File: src/rtl/core/abg_pkg.sv
// Shared constants for the alpha-beta-gamma tracker: widths, defaults and register indexes.
package abg_pkg;

	localparam int VALUE_WIDTH_DEFAULT   = 32;
	localparam int FRACTION_BITS_DEFAULT = 16;

	localparam int REG_W       = 24;
	localparam int CFG_INDEX_W = 3;
	localparam int CHUNK_W     = 24;
	localparam int CAP_LOG2    = 60;

	localparam logic [CFG_INDEX_W-1:0] REG_SAMPLE_PERIOD       = CFG_INDEX_W'(0);
	localparam logic [CFG_INDEX_W-1:0] REG_HALF_PERIOD_SQUARED = CFG_INDEX_W'(1);
	localparam logic [CFG_INDEX_W-1:0] REG_ALPHA_GAIN          = CFG_INDEX_W'(2);
	localparam logic [CFG_INDEX_W-1:0] REG_BETA_GAIN           = CFG_INDEX_W'(3);
	localparam logic [CFG_INDEX_W-1:0] REG_ACCEL_GAIN          = CFG_INDEX_W'(4);

endpackage

File: src/rtl/core/alpha_beta_gamma_tracker_unit.sv
// Alpha-beta-gamma tracking filter with one shared gain multiplier under a small sequencer.
// Each input transfer carries one position sample; the block predicts position and velocity,
// corrects position, velocity and acceleration by the residual, and returns the corrected
// position as one output transfer. All six gain products go through a single 24-bit by
// 24-bit multiplier, each product in two halves, after a magnitude step and followed by
// rounding, accumulate and saturate steps. The input is stalled from the input transfer
// until the result is loaded into the output register, so the block takes no new sample
// before it is through with the last one. A result that is still waiting in the output
// register does not stop the next sample from being accepted and worked on; that sample
// only holds at its final step until the output register is free.
module alpha_beta_gamma_tracker_unit #(
	parameter int VALUE_WIDTH   = abg_pkg::VALUE_WIDTH_DEFAULT,
	parameter int FRACTION_BITS = abg_pkg::FRACTION_BITS_DEFAULT
) (
	input  logic                                 clk,
	input  logic                                 arst_n,
	input  logic                                 cfg_write,
	input  logic [abg_pkg::CFG_INDEX_W-1:0]      cfg_index,
	input  logic [abg_pkg::REG_W-1:0]            cfg_data,
	input  logic                                 in_valid,
	output logic                                 in_stall,
	input  logic signed [VALUE_WIDTH-1:0]        sample,
	input  logic                                 last_in_sequence,
	output logic                                 out_valid,
	input  logic                                 out_stall,
	output logic signed [VALUE_WIDTH-1:0]        filtered_position
);

	localparam int REG_W   = abg_pkg::REG_W;
	localparam int CHUNK_W = abg_pkg::CHUNK_W;
	localparam int MAG_W   = VALUE_WIDTH + 1;
	localparam int HI_W    = (MAG_W > CHUNK_W) ? MAG_W - CHUNK_W : 1;
	localparam int MA_W    = (HI_W > CHUNK_W) ? HI_W : CHUNK_W;
	localparam int PROD_W  = MA_W + REG_W;
	localparam int FULL_W  = MAG_W + REG_W + 1;
	localparam int CAP_W   = abg_pkg::CAP_LOG2 + 1;
	localparam int CMP_W   = (FULL_W > CAP_W) ? FULL_W : CAP_W;
	localparam int ACC_W   = CAP_W + 2;

	localparam logic [REG_W-1:0] PERIOD_RESET = REG_W'(64'd1 << FRACTION_BITS);
	localparam logic [REG_W-1:0] HALF_RESET   = REG_W'(64'd1 << (FRACTION_BITS - 1));

	localparam logic signed [ACC_W-1:0] SAT_HI = (ACC_W'(1) <<< (VALUE_WIDTH - 1)) - ACC_W'(1);
	localparam logic signed [ACC_W-1:0] SAT_LO = ~SAT_HI;
	localparam logic [FULL_W-1:0]       ROUND_HALF = FULL_W'(1) << (FRACTION_BITS - 1);
	localparam logic [CMP_W-1:0]        CAP_CMP = CMP_W'(1) << abg_pkg::CAP_LOG2;

	localparam int OP_W = 3;
	localparam logic [OP_W-1:0] OP_VT = 3'd0;
	localparam logic [OP_W-1:0] OP_AH = 3'd1;
	localparam logic [OP_W-1:0] OP_AT = 3'd2;
	localparam logic [OP_W-1:0] OP_PA = 3'd3;
	localparam logic [OP_W-1:0] OP_VB = 3'd4;
	localparam logic [OP_W-1:0] OP_AG = 3'd5;

	localparam int PH_W = 3;
	localparam logic [PH_W-1:0] PH_ABS = 3'd0;
	localparam logic [PH_W-1:0] PH_MLO = 3'd1;
	localparam logic [PH_W-1:0] PH_MHI = 3'd2;
	localparam logic [PH_W-1:0] PH_SUM = 3'd3;
	localparam logic [PH_W-1:0] PH_ACC = 3'd4;
	localparam logic [PH_W-1:0] PH_SAT = 3'd5;

	logic [REG_W-1:0] period_q;
	logic [REG_W-1:0] half_q;
	logic [REG_W-1:0] alpha_q;
	logic [REG_W-1:0] beta_q;
	logic [REG_W-1:0] accel_q;

	logic signed [VALUE_WIDTH-1:0] p_q;
	logic signed [VALUE_WIDTH-1:0] v_q;
	logic signed [VALUE_WIDTH-1:0] a_q;

	logic            busy_q;
	logic [OP_W-1:0] op_q;
	logic [PH_W-1:0] ph_q;
	logic            out_valid_q;

	logic                          last_q;
	logic signed [VALUE_WIDTH-1:0] x_q;
	logic signed [VALUE_WIDTH-1:0] pp_q;
	logic signed [VALUE_WIDTH-1:0] pv_q;
	logic signed [VALUE_WIDTH-1:0] out_q;
	logic signed [MAG_W-1:0]       r_q;
	logic [MAG_W-1:0]              opm_q;
	logic                          neg_q;
	logic [PROD_W-1:0]             prod_q;
	logic [FULL_W-1:0]             part_q;
	logic [CAP_W-1:0]              mag_q;
	logic signed [ACC_W-1:0]       acc_q;

	logic                          accept;
	logic                          out_free;
	logic signed [MAG_W-1:0]       src;
	logic [MAG_W-1:0]              src_mag;
	logic [REG_W-1:0]              gain_sel;
	logic [CHUNK_W-1:0]            lo_chunk;
	logic [HI_W-1:0]               hi_chunk;
	logic [MA_W-1:0]               mul_a;
	logic [PROD_W-1:0]             mul_p;
	logic [FULL_W-1:0]             full_sum;
	logic [CMP_W-1:0]              shifted;
	logic [CAP_W-1:0]              mag_next;
	logic signed [ACC_W-1:0]       mag_ext;
	logic signed [ACC_W-1:0]       acc_sum;
	logic signed [VALUE_WIDTH-1:0] sat_val;
	logic signed [MAG_W-1:0]       r_next;

	assign accept   = in_valid && !busy_q;
	assign out_free = !out_valid_q || !out_stall;

	always_comb begin
		case (op_q)
			OP_VT: begin
				src      = MAG_W'(v_q);
				gain_sel = period_q;
			end
			OP_AH: begin
				src      = MAG_W'(a_q);
				gain_sel = half_q;
			end
			OP_AT: begin
				src      = MAG_W'(a_q);
				gain_sel = period_q;
			end
			OP_PA: begin
				src      = r_q;
				gain_sel = alpha_q;
			end
			OP_VB: begin
				src      = r_q;
				gain_sel = beta_q;
			end
			default: begin
				src      = r_q;
				gain_sel = accel_q;
			end
		endcase
	end

	assign src_mag  = src[MAG_W-1] ? MAG_W'(-src) : MAG_W'(src);
	assign lo_chunk = CHUNK_W'(opm_q);
	assign hi_chunk = HI_W'(opm_q >> CHUNK_W);
	assign mul_a    = (ph_q == PH_MLO) ? MA_W'(lo_chunk) : MA_W'(hi_chunk);
	assign mul_p    = PROD_W'(mul_a) * PROD_W'(gain_sel);

	assign full_sum = (FULL_W'(prod_q) << CHUNK_W) + part_q;
	assign shifted  = CMP_W'(full_sum >> FRACTION_BITS);
	assign mag_next = (shifted > CAP_CMP) ? CAP_W'(CAP_CMP) : CAP_W'(shifted);

	assign mag_ext = ACC_W'(mag_q);
	assign acc_sum = neg_q ? acc_q - mag_ext : acc_q + mag_ext;

	assign sat_val = (acc_q > SAT_HI) ? VALUE_WIDTH'(SAT_HI) :
		(acc_q < SAT_LO) ? VALUE_WIDTH'(SAT_LO) : VALUE_WIDTH'(acc_q);

	assign r_next = MAG_W'(x_q) - MAG_W'(pp_q);

	always_ff @(posedge clk or negedge arst_n) begin
		if (!arst_n) begin
			period_q    <= PERIOD_RESET;
			half_q      <= HALF_RESET;
			alpha_q     <= '0;
			beta_q      <= '0;
			accel_q     <= '0;
			p_q         <= '0;
			v_q         <= '0;
			a_q         <= '0;
			busy_q      <= 1'b0;
			op_q        <= OP_VT;
			ph_q        <= PH_ABS;
			out_valid_q <= 1'b0;
		end else begin
			if (cfg_write) begin
				case (cfg_index)
					abg_pkg::REG_SAMPLE_PERIOD:       period_q <= cfg_data;
					abg_pkg::REG_HALF_PERIOD_SQUARED: half_q   <= cfg_data;
					abg_pkg::REG_ALPHA_GAIN:          alpha_q  <= cfg_data;
					abg_pkg::REG_BETA_GAIN:           beta_q   <= cfg_data;
					abg_pkg::REG_ACCEL_GAIN:          accel_q  <= cfg_data;
					default: ;
				endcase
			end
			if (out_valid_q && !out_stall) begin
				out_valid_q <= 1'b0;
			end
			if (accept) begin
				busy_q <= 1'b1;
				op_q   <= OP_VT;
				ph_q   <= PH_ABS;
			end else if (busy_q) begin
				case (ph_q)
					PH_ABS: ph_q <= PH_MLO;
					PH_MLO: ph_q <= PH_MHI;
					PH_MHI: ph_q <= PH_SUM;
					PH_SUM: ph_q <= PH_ACC;
					PH_ACC: begin
						if (op_q == OP_VT) begin
							op_q <= OP_AH;
							ph_q <= PH_ABS;
						end else begin
							ph_q <= PH_SAT;
						end
					end
					PH_SAT: begin
						if (op_q == OP_PA) begin
							p_q <= sat_val;
						end
						if (op_q == OP_VB) begin
							v_q <= sat_val;
						end
						if (op_q != OP_AG) begin
							op_q <= op_q + 1'b1;
							ph_q <= PH_ABS;
						end else if (out_free) begin
							busy_q      <= 1'b0;
							op_q        <= OP_VT;
							ph_q        <= PH_ABS;
							out_valid_q <= 1'b1;
							if (last_q) begin
								p_q <= '0;
								v_q <= '0;
								a_q <= '0;
							end else begin
								a_q <= sat_val;
							end
						end
					end
					default: ph_q <= PH_ABS;
				endcase
			end
		end
	end

	always_ff @(posedge clk) begin
		if (accept) begin
			x_q    <= sample;
			last_q <= last_in_sequence;
			acc_q  <= ACC_W'(p_q);
		end else if (busy_q) begin
			case (ph_q)
				PH_ABS: begin
					opm_q <= src_mag;
					neg_q <= src[MAG_W-1];
				end
				PH_MLO: prod_q <= mul_p;
				PH_MHI: begin
					prod_q <= mul_p;
					part_q <= FULL_W'(prod_q) + ROUND_HALF;
				end
				PH_SUM: mag_q <= mag_next;
				PH_ACC: acc_q <= acc_sum;
				PH_SAT: begin
					case (op_q)
						OP_AH: begin
							pp_q  <= sat_val;
							acc_q <= ACC_W'(v_q);
						end
						OP_AT: begin
							pv_q  <= sat_val;
							r_q   <= r_next;
							acc_q <= ACC_W'(pp_q);
						end
						OP_PA: acc_q <= ACC_W'(pv_q);
						OP_VB: acc_q <= ACC_W'(a_q);
						OP_AG: begin
							if (out_free) begin
								out_q <= p_q;
							end
						end
						default: ;
					endcase
				end
				default: ;
			endcase
		end
	end

	assign in_stall          = busy_q;
	assign out_valid         = out_valid_q;
	assign filtered_position = out_q;

	// The sequencer rests at the first step of the first product whenever it is idle.
	a_idle_home: assert property (@(posedge clk) disable iff (!arst_n)
		!busy_q |-> (op_q == OP_VT && ph_q == PH_ABS))
		else $error("Idle sequencer is not at its first step.");

	// Work on a sample ends only from the final saturate step.
	a_finish_step: assert property (@(posedge clk) disable iff (!arst_n)
		$fell(busy_q) |-> ($past(op_q) == OP_AG && $past(ph_q) == PH_SAT))
		else $error("Sequencer finished from a step other than the final one.");

	// A new result appears only as the sequencer finishes a sample.
	a_result_source: assert property (@(posedge clk) disable iff (!arst_n)
		$rose(out_valid_q) |-> $fell(busy_q))
		else $error("Result register loaded without a finished sample.");

	// The first product chains straight into the second and is never saturated alone.
	a_no_early_sat: assert property (@(posedge clk) disable iff (!arst_n)
		(busy_q && ph_q == PH_SAT) |-> (op_q != OP_VT))
		else $error("Saturate step reached after the first product.");

	// The end of a sequence leaves all three estimates cleared.
	a_sequence_clear: assert property (@(posedge clk) disable iff (!arst_n)
		($fell(busy_q) && $past(last_q)) |-> (p_q == '0 && v_q == '0 && a_q == '0))
		else $error("Estimates not cleared at the end of a sequence.");

endmodule

File: config.mk
export PLATFORM = sky130hd
export DESIGN_NAME = alpha_beta_gamma_tracker_unit
export DESIGN_NICKNAME = d
export VERILOG_FILES = /design/src/rtl/core/abg_pkg.sv /design/src/rtl/core/alpha_beta_gamma_tracker_unit.sv
export SDC_FILE = /design/constraint.sdc
export NUM_CORES = 2
export LEC_CHECK = 0
export CORE_MARGIN = 2
export CORE_UTILIZATION = 42
export CTS_CLUSTER_SIZE = 14
export DETAILED_ROUTE_END_ITERATION = 10
export DONT_BUFFER_PORTS = 1
export GPL_TIMING_DRIVEN = 0
export SLEW_MARGIN = 20
export SYNTH_ARGS = -nofsm -noshare
export SYNTH_HDL_FRONTEND = slang
export SYNTH_SLANG_ARGS = --single-unit
File: constraint.sdc
create_clock -name clk -period 10.6 [get_ports clk]
set_input_delay 2.12 -clock clk [delete_from_list [all_inputs] [get_ports clk]]
set_output_delay 2.12 -clock clk [all_outputs]
set_load 0.05 [all_outputs]
* Word-level counts from Yosys, hierarchy flattened
Index checks and enable logic that the tools add are counted.
** Storage, ports and cells
- Output and inout bits :: 34
- Bits in registers :: 650
- Input port bits :: 65
** Operators by class
- Multipliers :: 1
- Eq/ne operators :: 18
- Bitwise gates (word level) :: 2
- Reduce and logical (&&, ||, !) cells :: 31
- Magnitude comparators :: 3
- Multiplexer cells :: 43
- Add/subtract/negate cells :: 7
** Operators by type and width (count)
- $mux W32 :: 12
- $pmux W63 S4 :: 1
- $mux W63 :: 3
- $pmux W63 S2 :: 1
- $pmux W24 S4 :: 1
- $pmux W33 S2 :: 1
- $add A63 B62 Y63 :: 1
- $gt A63 B32 Y1 const B :: 1
- $lt A63 B32 Y1 const B :: 1
- $sub A63 B62 Y63 :: 1
- $gt A42 B61 Y1 const B :: 1
- $mux W61 :: 1
- $add A58 B58 Y58 :: 1
- $add A48 B16 Y49 const B :: 1
- $mul A24 B24 Y48 :: 1
- $neg A33 Y33 :: 1
- $sub A32 B32 Y33 :: 1
- $mux W3 :: 9
- $mux W24 :: 1
- $eq A3 B2 Y1 const B :: 6
- $pmux W3 S6 :: 1
- $reduce_and A3 Y1 :: 6
- $eq A3 B3 Y1 const B :: 5
- $reduce_and A2 Y1 :: 6
- 17 further kinds :: 41

* Logic depth before layout (Yosys ltp)
- Depth in word-level cells :: 8
- Gate-level depth with buffers :: 38
- Depth with buffers taken out :: 32

* Least setup slack after synthesis
No wires, ideal clock.
- Path type :: flip-flop to flip-flop
- Start :: reg op_q[2]
- End :: reg prod_q[44], data pin
- Clock period less this slack :: 9.053 ns
- Setup slack :: 1.547 ns
- Path buffers :: 6
- Cell stages (with the launch flop) :: 36
- Arrival :: 8.793 ns
- Cell sequence :: dfrtp_1 clkbuf_1 inv_1 buf_2 buf_1 and3_1 clkbuf_1 clkbuf_1 a222oi_1 a21oi_1 clkbuf_1 nand2_1 fa_1 inv_1 fa_1 inv_1 fa_1 fa_1 inv_1 fa_1 fa_1 inv_1 fa_1 inv_1 ha_1 a211oi_1 nand3b_1 a211oi_1 nor3_1 o21ai_0 nor4_1 o311a_1 o21ai_0 nand2b_1 a21oi_1 xnor2_1
** On the way
- Word-level cells in the longest chain between the ends :: 4
** Ends and longest elaborated chain
- start: declaration :: line alpha_beta_gamma_tracker_unit.sv:75 : logic [OP_W-1:0] op_q;
- start signal: assignment :: line alpha_beta_gamma_tracker_unit.sv:213 : op_q <= op_q + 1'b1;
- $eq A3 B2 Y1 / $logic_not A3 Y1 (equally long branches) :: line alpha_beta_gamma_tracker_unit.sv:113 : case (op_q)
- $reduce_or A2 Y1 (no source line)
- $pmux W24 S4 (*) :: line alpha_beta_gamma_tracker_unit.sv:113
- $mul A24 B24 Y48 (*) :: line alpha_beta_gamma_tracker_unit.sv:145 : assign mul_p = PROD_W'(mul_a) * PROD_W'(gain_sel);
- via mul_p[44] :: line alpha_beta_gamma_tracker_unit.sv:100 : logic [PROD_W-1:0] mul_p;
- end signal: assignment :: line alpha_beta_gamma_tracker_unit.sv:246 : PH_MLO: prod_q <= mul_p;
- end signal: assignment :: line alpha_beta_gamma_tracker_unit.sv:248 : prod_q <= mul_p;
- end: declaration :: line alpha_beta_gamma_tracker_unit.sv:87 : logic [PROD_W-1:0] prod_q;
The timed path passes the listed nets; every way through them passes the cells marked *.
A chain may end at the register's enable or synchronous reset.

* Final worst setup path
- Start :: reg op_q[2]
- End :: reg prod_q[45], data pin
The elaborated chain is that of the path after synthesis.

==> flow_metrics.env <==
export IMPL_status="completed"
export IMPL_syn_area_um2=49900
export IMPL_cp_data_required_time_ns=10.98
export IMPL_grt_pass1_vias=38200
export IMPL_hold_buffers=0
export IMPL_ys_warn_count=0
export IMPL_ys_flop_type="edfxtp_1"
export IMPL_ant_nets=0
export IMPL_areaGrowthSynthToFinish_pct=9.98
export IMPL_cts_root_buffer="clkbuf_16"
export IMPL_finalSetupViolCount=0
export IMPL_slew_headroom_pct=23.1
export IMPL_die_w_um=349
export IMPL_wl_mm=160
export IMPL_clk_pin_slew_ns=0.06
export IMPL_grt_pass1_wl_mm=240
export IMPL_dieHeight_um=349
export IMPL_ioPinCount=99
export IMPL_skew_ns=0.0349
export IMPL_drive_gt1_share_pct=7.27
export IMPL_multi_input_comb_area_um2=29500
export IMPL_gp_congestion=0.998
export IMPL_critPathLaunch="op_q[2]$_DFFE_PN0P_"
export IMPL_cts_tree="built"
export IMPL_fin_nets=5950
export IMPL_synth_edff_count=382
export IMPL_hold_violations=0
export IMPL_hpwl_mm=126
export IMPL_clk_path_buf_depth=3
export IMPL_synth_top_cell_area_share_pct=23.0
export IMPL_rows=126
export IMPL_min_period_ns=10.33
export IMPL_htreeDepth=3
export IMPL_startpoint_type="flip-flop"
export IMPL_ys_top_cells_by_area="edfxtp_1 (23%), fa_1 (19%), dfrtp_1 (11%)"
export IMPL_max_freq_mhz=96.8
export IMPL_max_slew_worst_pin_slew_ns=1.15
export IMPL_globalRouteTotalUtil_pct=26.4
export IMPL_worst_setup_path_type="reg -> reg"
export IMPL_maxSlewViolCount=0
export IMPL_clk_latency_ns=0.66
export IMPL_synthArstFlopShare_pct=37.0
export IMPL_worstPathArrival_ns=10.72
export IMPL_slowest_stage="fa_1"
export IMPL_start_util_pct=42.3
export IMPL_grt_max_degree=225
export IMPL_via_per_inst=5.64
export IMPL_numCtsBuffers=71
export IMPL_end_kind="flip-flop"
export IMPL_antenna_found_initial=2
export IMPL_avgSynthCellArea_um2=9.95
export IMPL_synth_area_leader_cell="edfxtp_1"
export IMPL_wl_per_cell_um=23.8
export IMPL_firstDrtPassIters=10
export IMPL_yosysUniqueCellTypes=84
export IMPL_holdWs_ns=0.417
export IMPL_synth_seq_area_share_pct=34.2
export IMPL_clock_sinks=606
export IMPL_r2r_start="op_q[2]$_DFFE_PN0P_"
export IMPL_layout_commonest_cell="inv_1"
export IMPL_syn_num_nets=5861
export IMPL_hp_class="reg -> reg"
export IMPL_register_area_um2=17100
export IMPL_globalRoute_totalOverflow=0
export IMPL_maxCapViolations=0
export IMPL_crit_top_cell="fa_1"
export IMPL_num_vias=37800
export IMPL_fp_coreArea_um2=118000
export IMPL_drt_iter0_drc=3750
export IMPL_drc=0
export IMPL_fill_cells=11200
export IMPL_cpPeakStageDelay_ns=0.80
export IMPL_crit_fanout=11
export IMPL_syn_inst=5014
export IMPL_ys_ff_latch=606
export IMPL_final_cell_mix="inv_1 (670), nor2_1 (523), fa_1 (485)"
export IMPL_hold_start="part_q[23]$_DFFE_PP_"
export IMPL_port_buffers=0
export IMPL_die_area_um2=122000
export IMPL_finalCritPeriodShare_pct=97.5
synth_stat cells (112+ instances only):
library cell / count
o21ai_0: 243
nand2_1: 477
nor2_1: 524
a21o_1: 112
clkbuf_1: 213
xnor2_1: 195
a21oi_1: 282
fa_1: 485
mux2_2: 126
dfrtp_1: 222
ha_1: 297
edfxtp_1: 382
inv_1: 671
repair_timing:
item / 4_1_cts / 5_1_grt
setup buffers: 3 / 4
pin swaps: 3 / 4
resized for setup: 45 / 20
setup endpoints to repair: 22 / 13
final timing paths:
path | endpoint | slack [ns] | depth (start not counted)
worst max register to register | prod_q[45]$_DFFE_PP_ | 0.27 | 31
worst max-delay path | prod_q[45]$_DFFE_PP_ | 0.27 | 31
max in group asynchronous | p_q[3]$_DFFE_PN0P_ | 9.10 | 0
min in group asynchronous | accel_q[6]$_DFFE_PN0P_ | 1.17 | 0
worst min-delay path | mag_q[7]$_DFFE_PP_ | 0.42 | 0
worst min register to register | mag_q[7]$_DFFE_PP_ | 0.42 | 0
worst max-delay path, delay by kind of cell (launching register included):
family,cells,cell delay [ns]
AOI/OAI and AO/OA,10,2.11
xor gates and xnor gates,1,0.09
adders and majority gates,8,4.27
buffers and inverters,8,1.80
DFF,1,0.52
and+or+nand+nor,4,1.26
through the flow:
step	setup WS, ns	setup TNS, ns	area [um2]	instances	util, %
2_1_floorplan	1.55	0	49900	5014	-
3_3_place_gp	-2.16	-67.26	51800	6550	43.9
3_5_place_dp	-1.56	-20.79	52200	6566	44.2
4_1_cts	0.0706	0	54800	6695	46.5
5_1_grt	-0.00567	-0.00567	54800	6695	46.5
6_report	0.266	0	54900	6698	46.5
layout make-up:
| cell class | count | area share, % |
|---|---|---|
| diodes | 3 | 0.0137 |
| inverters | 672 | 4.60 |
| repair buffers | 23 | 0.604 |
| clock buffers | 96 | 3.73 |
| plain buffers | 228 | 1.74 |
| clock inverters | 33 | 0.830 |
| flip-flops and latches | 606 | 31.1 |
| well taps | 1536 | 3.50 |
| multi-input cells | 3501 | 53.8 |
layer usage:
layer	up-vias	GRT usage, %	part of all wire, %
li1	17100	-	-
met1	18900	35.5	42
met2	1581	41.8	45
met3	279	6.18	8.8
met4	0	9.47	4.1
met5	-	0	0
registers in the layout (all words and copies together) (netlist names), 32 cells and up:
name	cells
r_q	33
filtered_position	32
pp_q	32
opm_q	33
x_q	32
pv_q	32
v_q	32
acc_q	63
part_q	33
mag_q	42
prod_q	48
p_q	32
a_q	32
kinds of logic after synthesis:
family / count (synthesis) / synth area share [%]
simple gates: 1334 / 11.7
compound gates: 982 / 12.5
buf+inv: 907 / 6.93
fa+ha+maj: 782 / 26.9
flops: 606 / 34.2
xor+xnor: 261 / 4.58
mux: 142 / 3.18
Power is left out: the tool's default activity adds up to more than one toggle a clock period on the data nets, which glitch-free logic cannot reach.
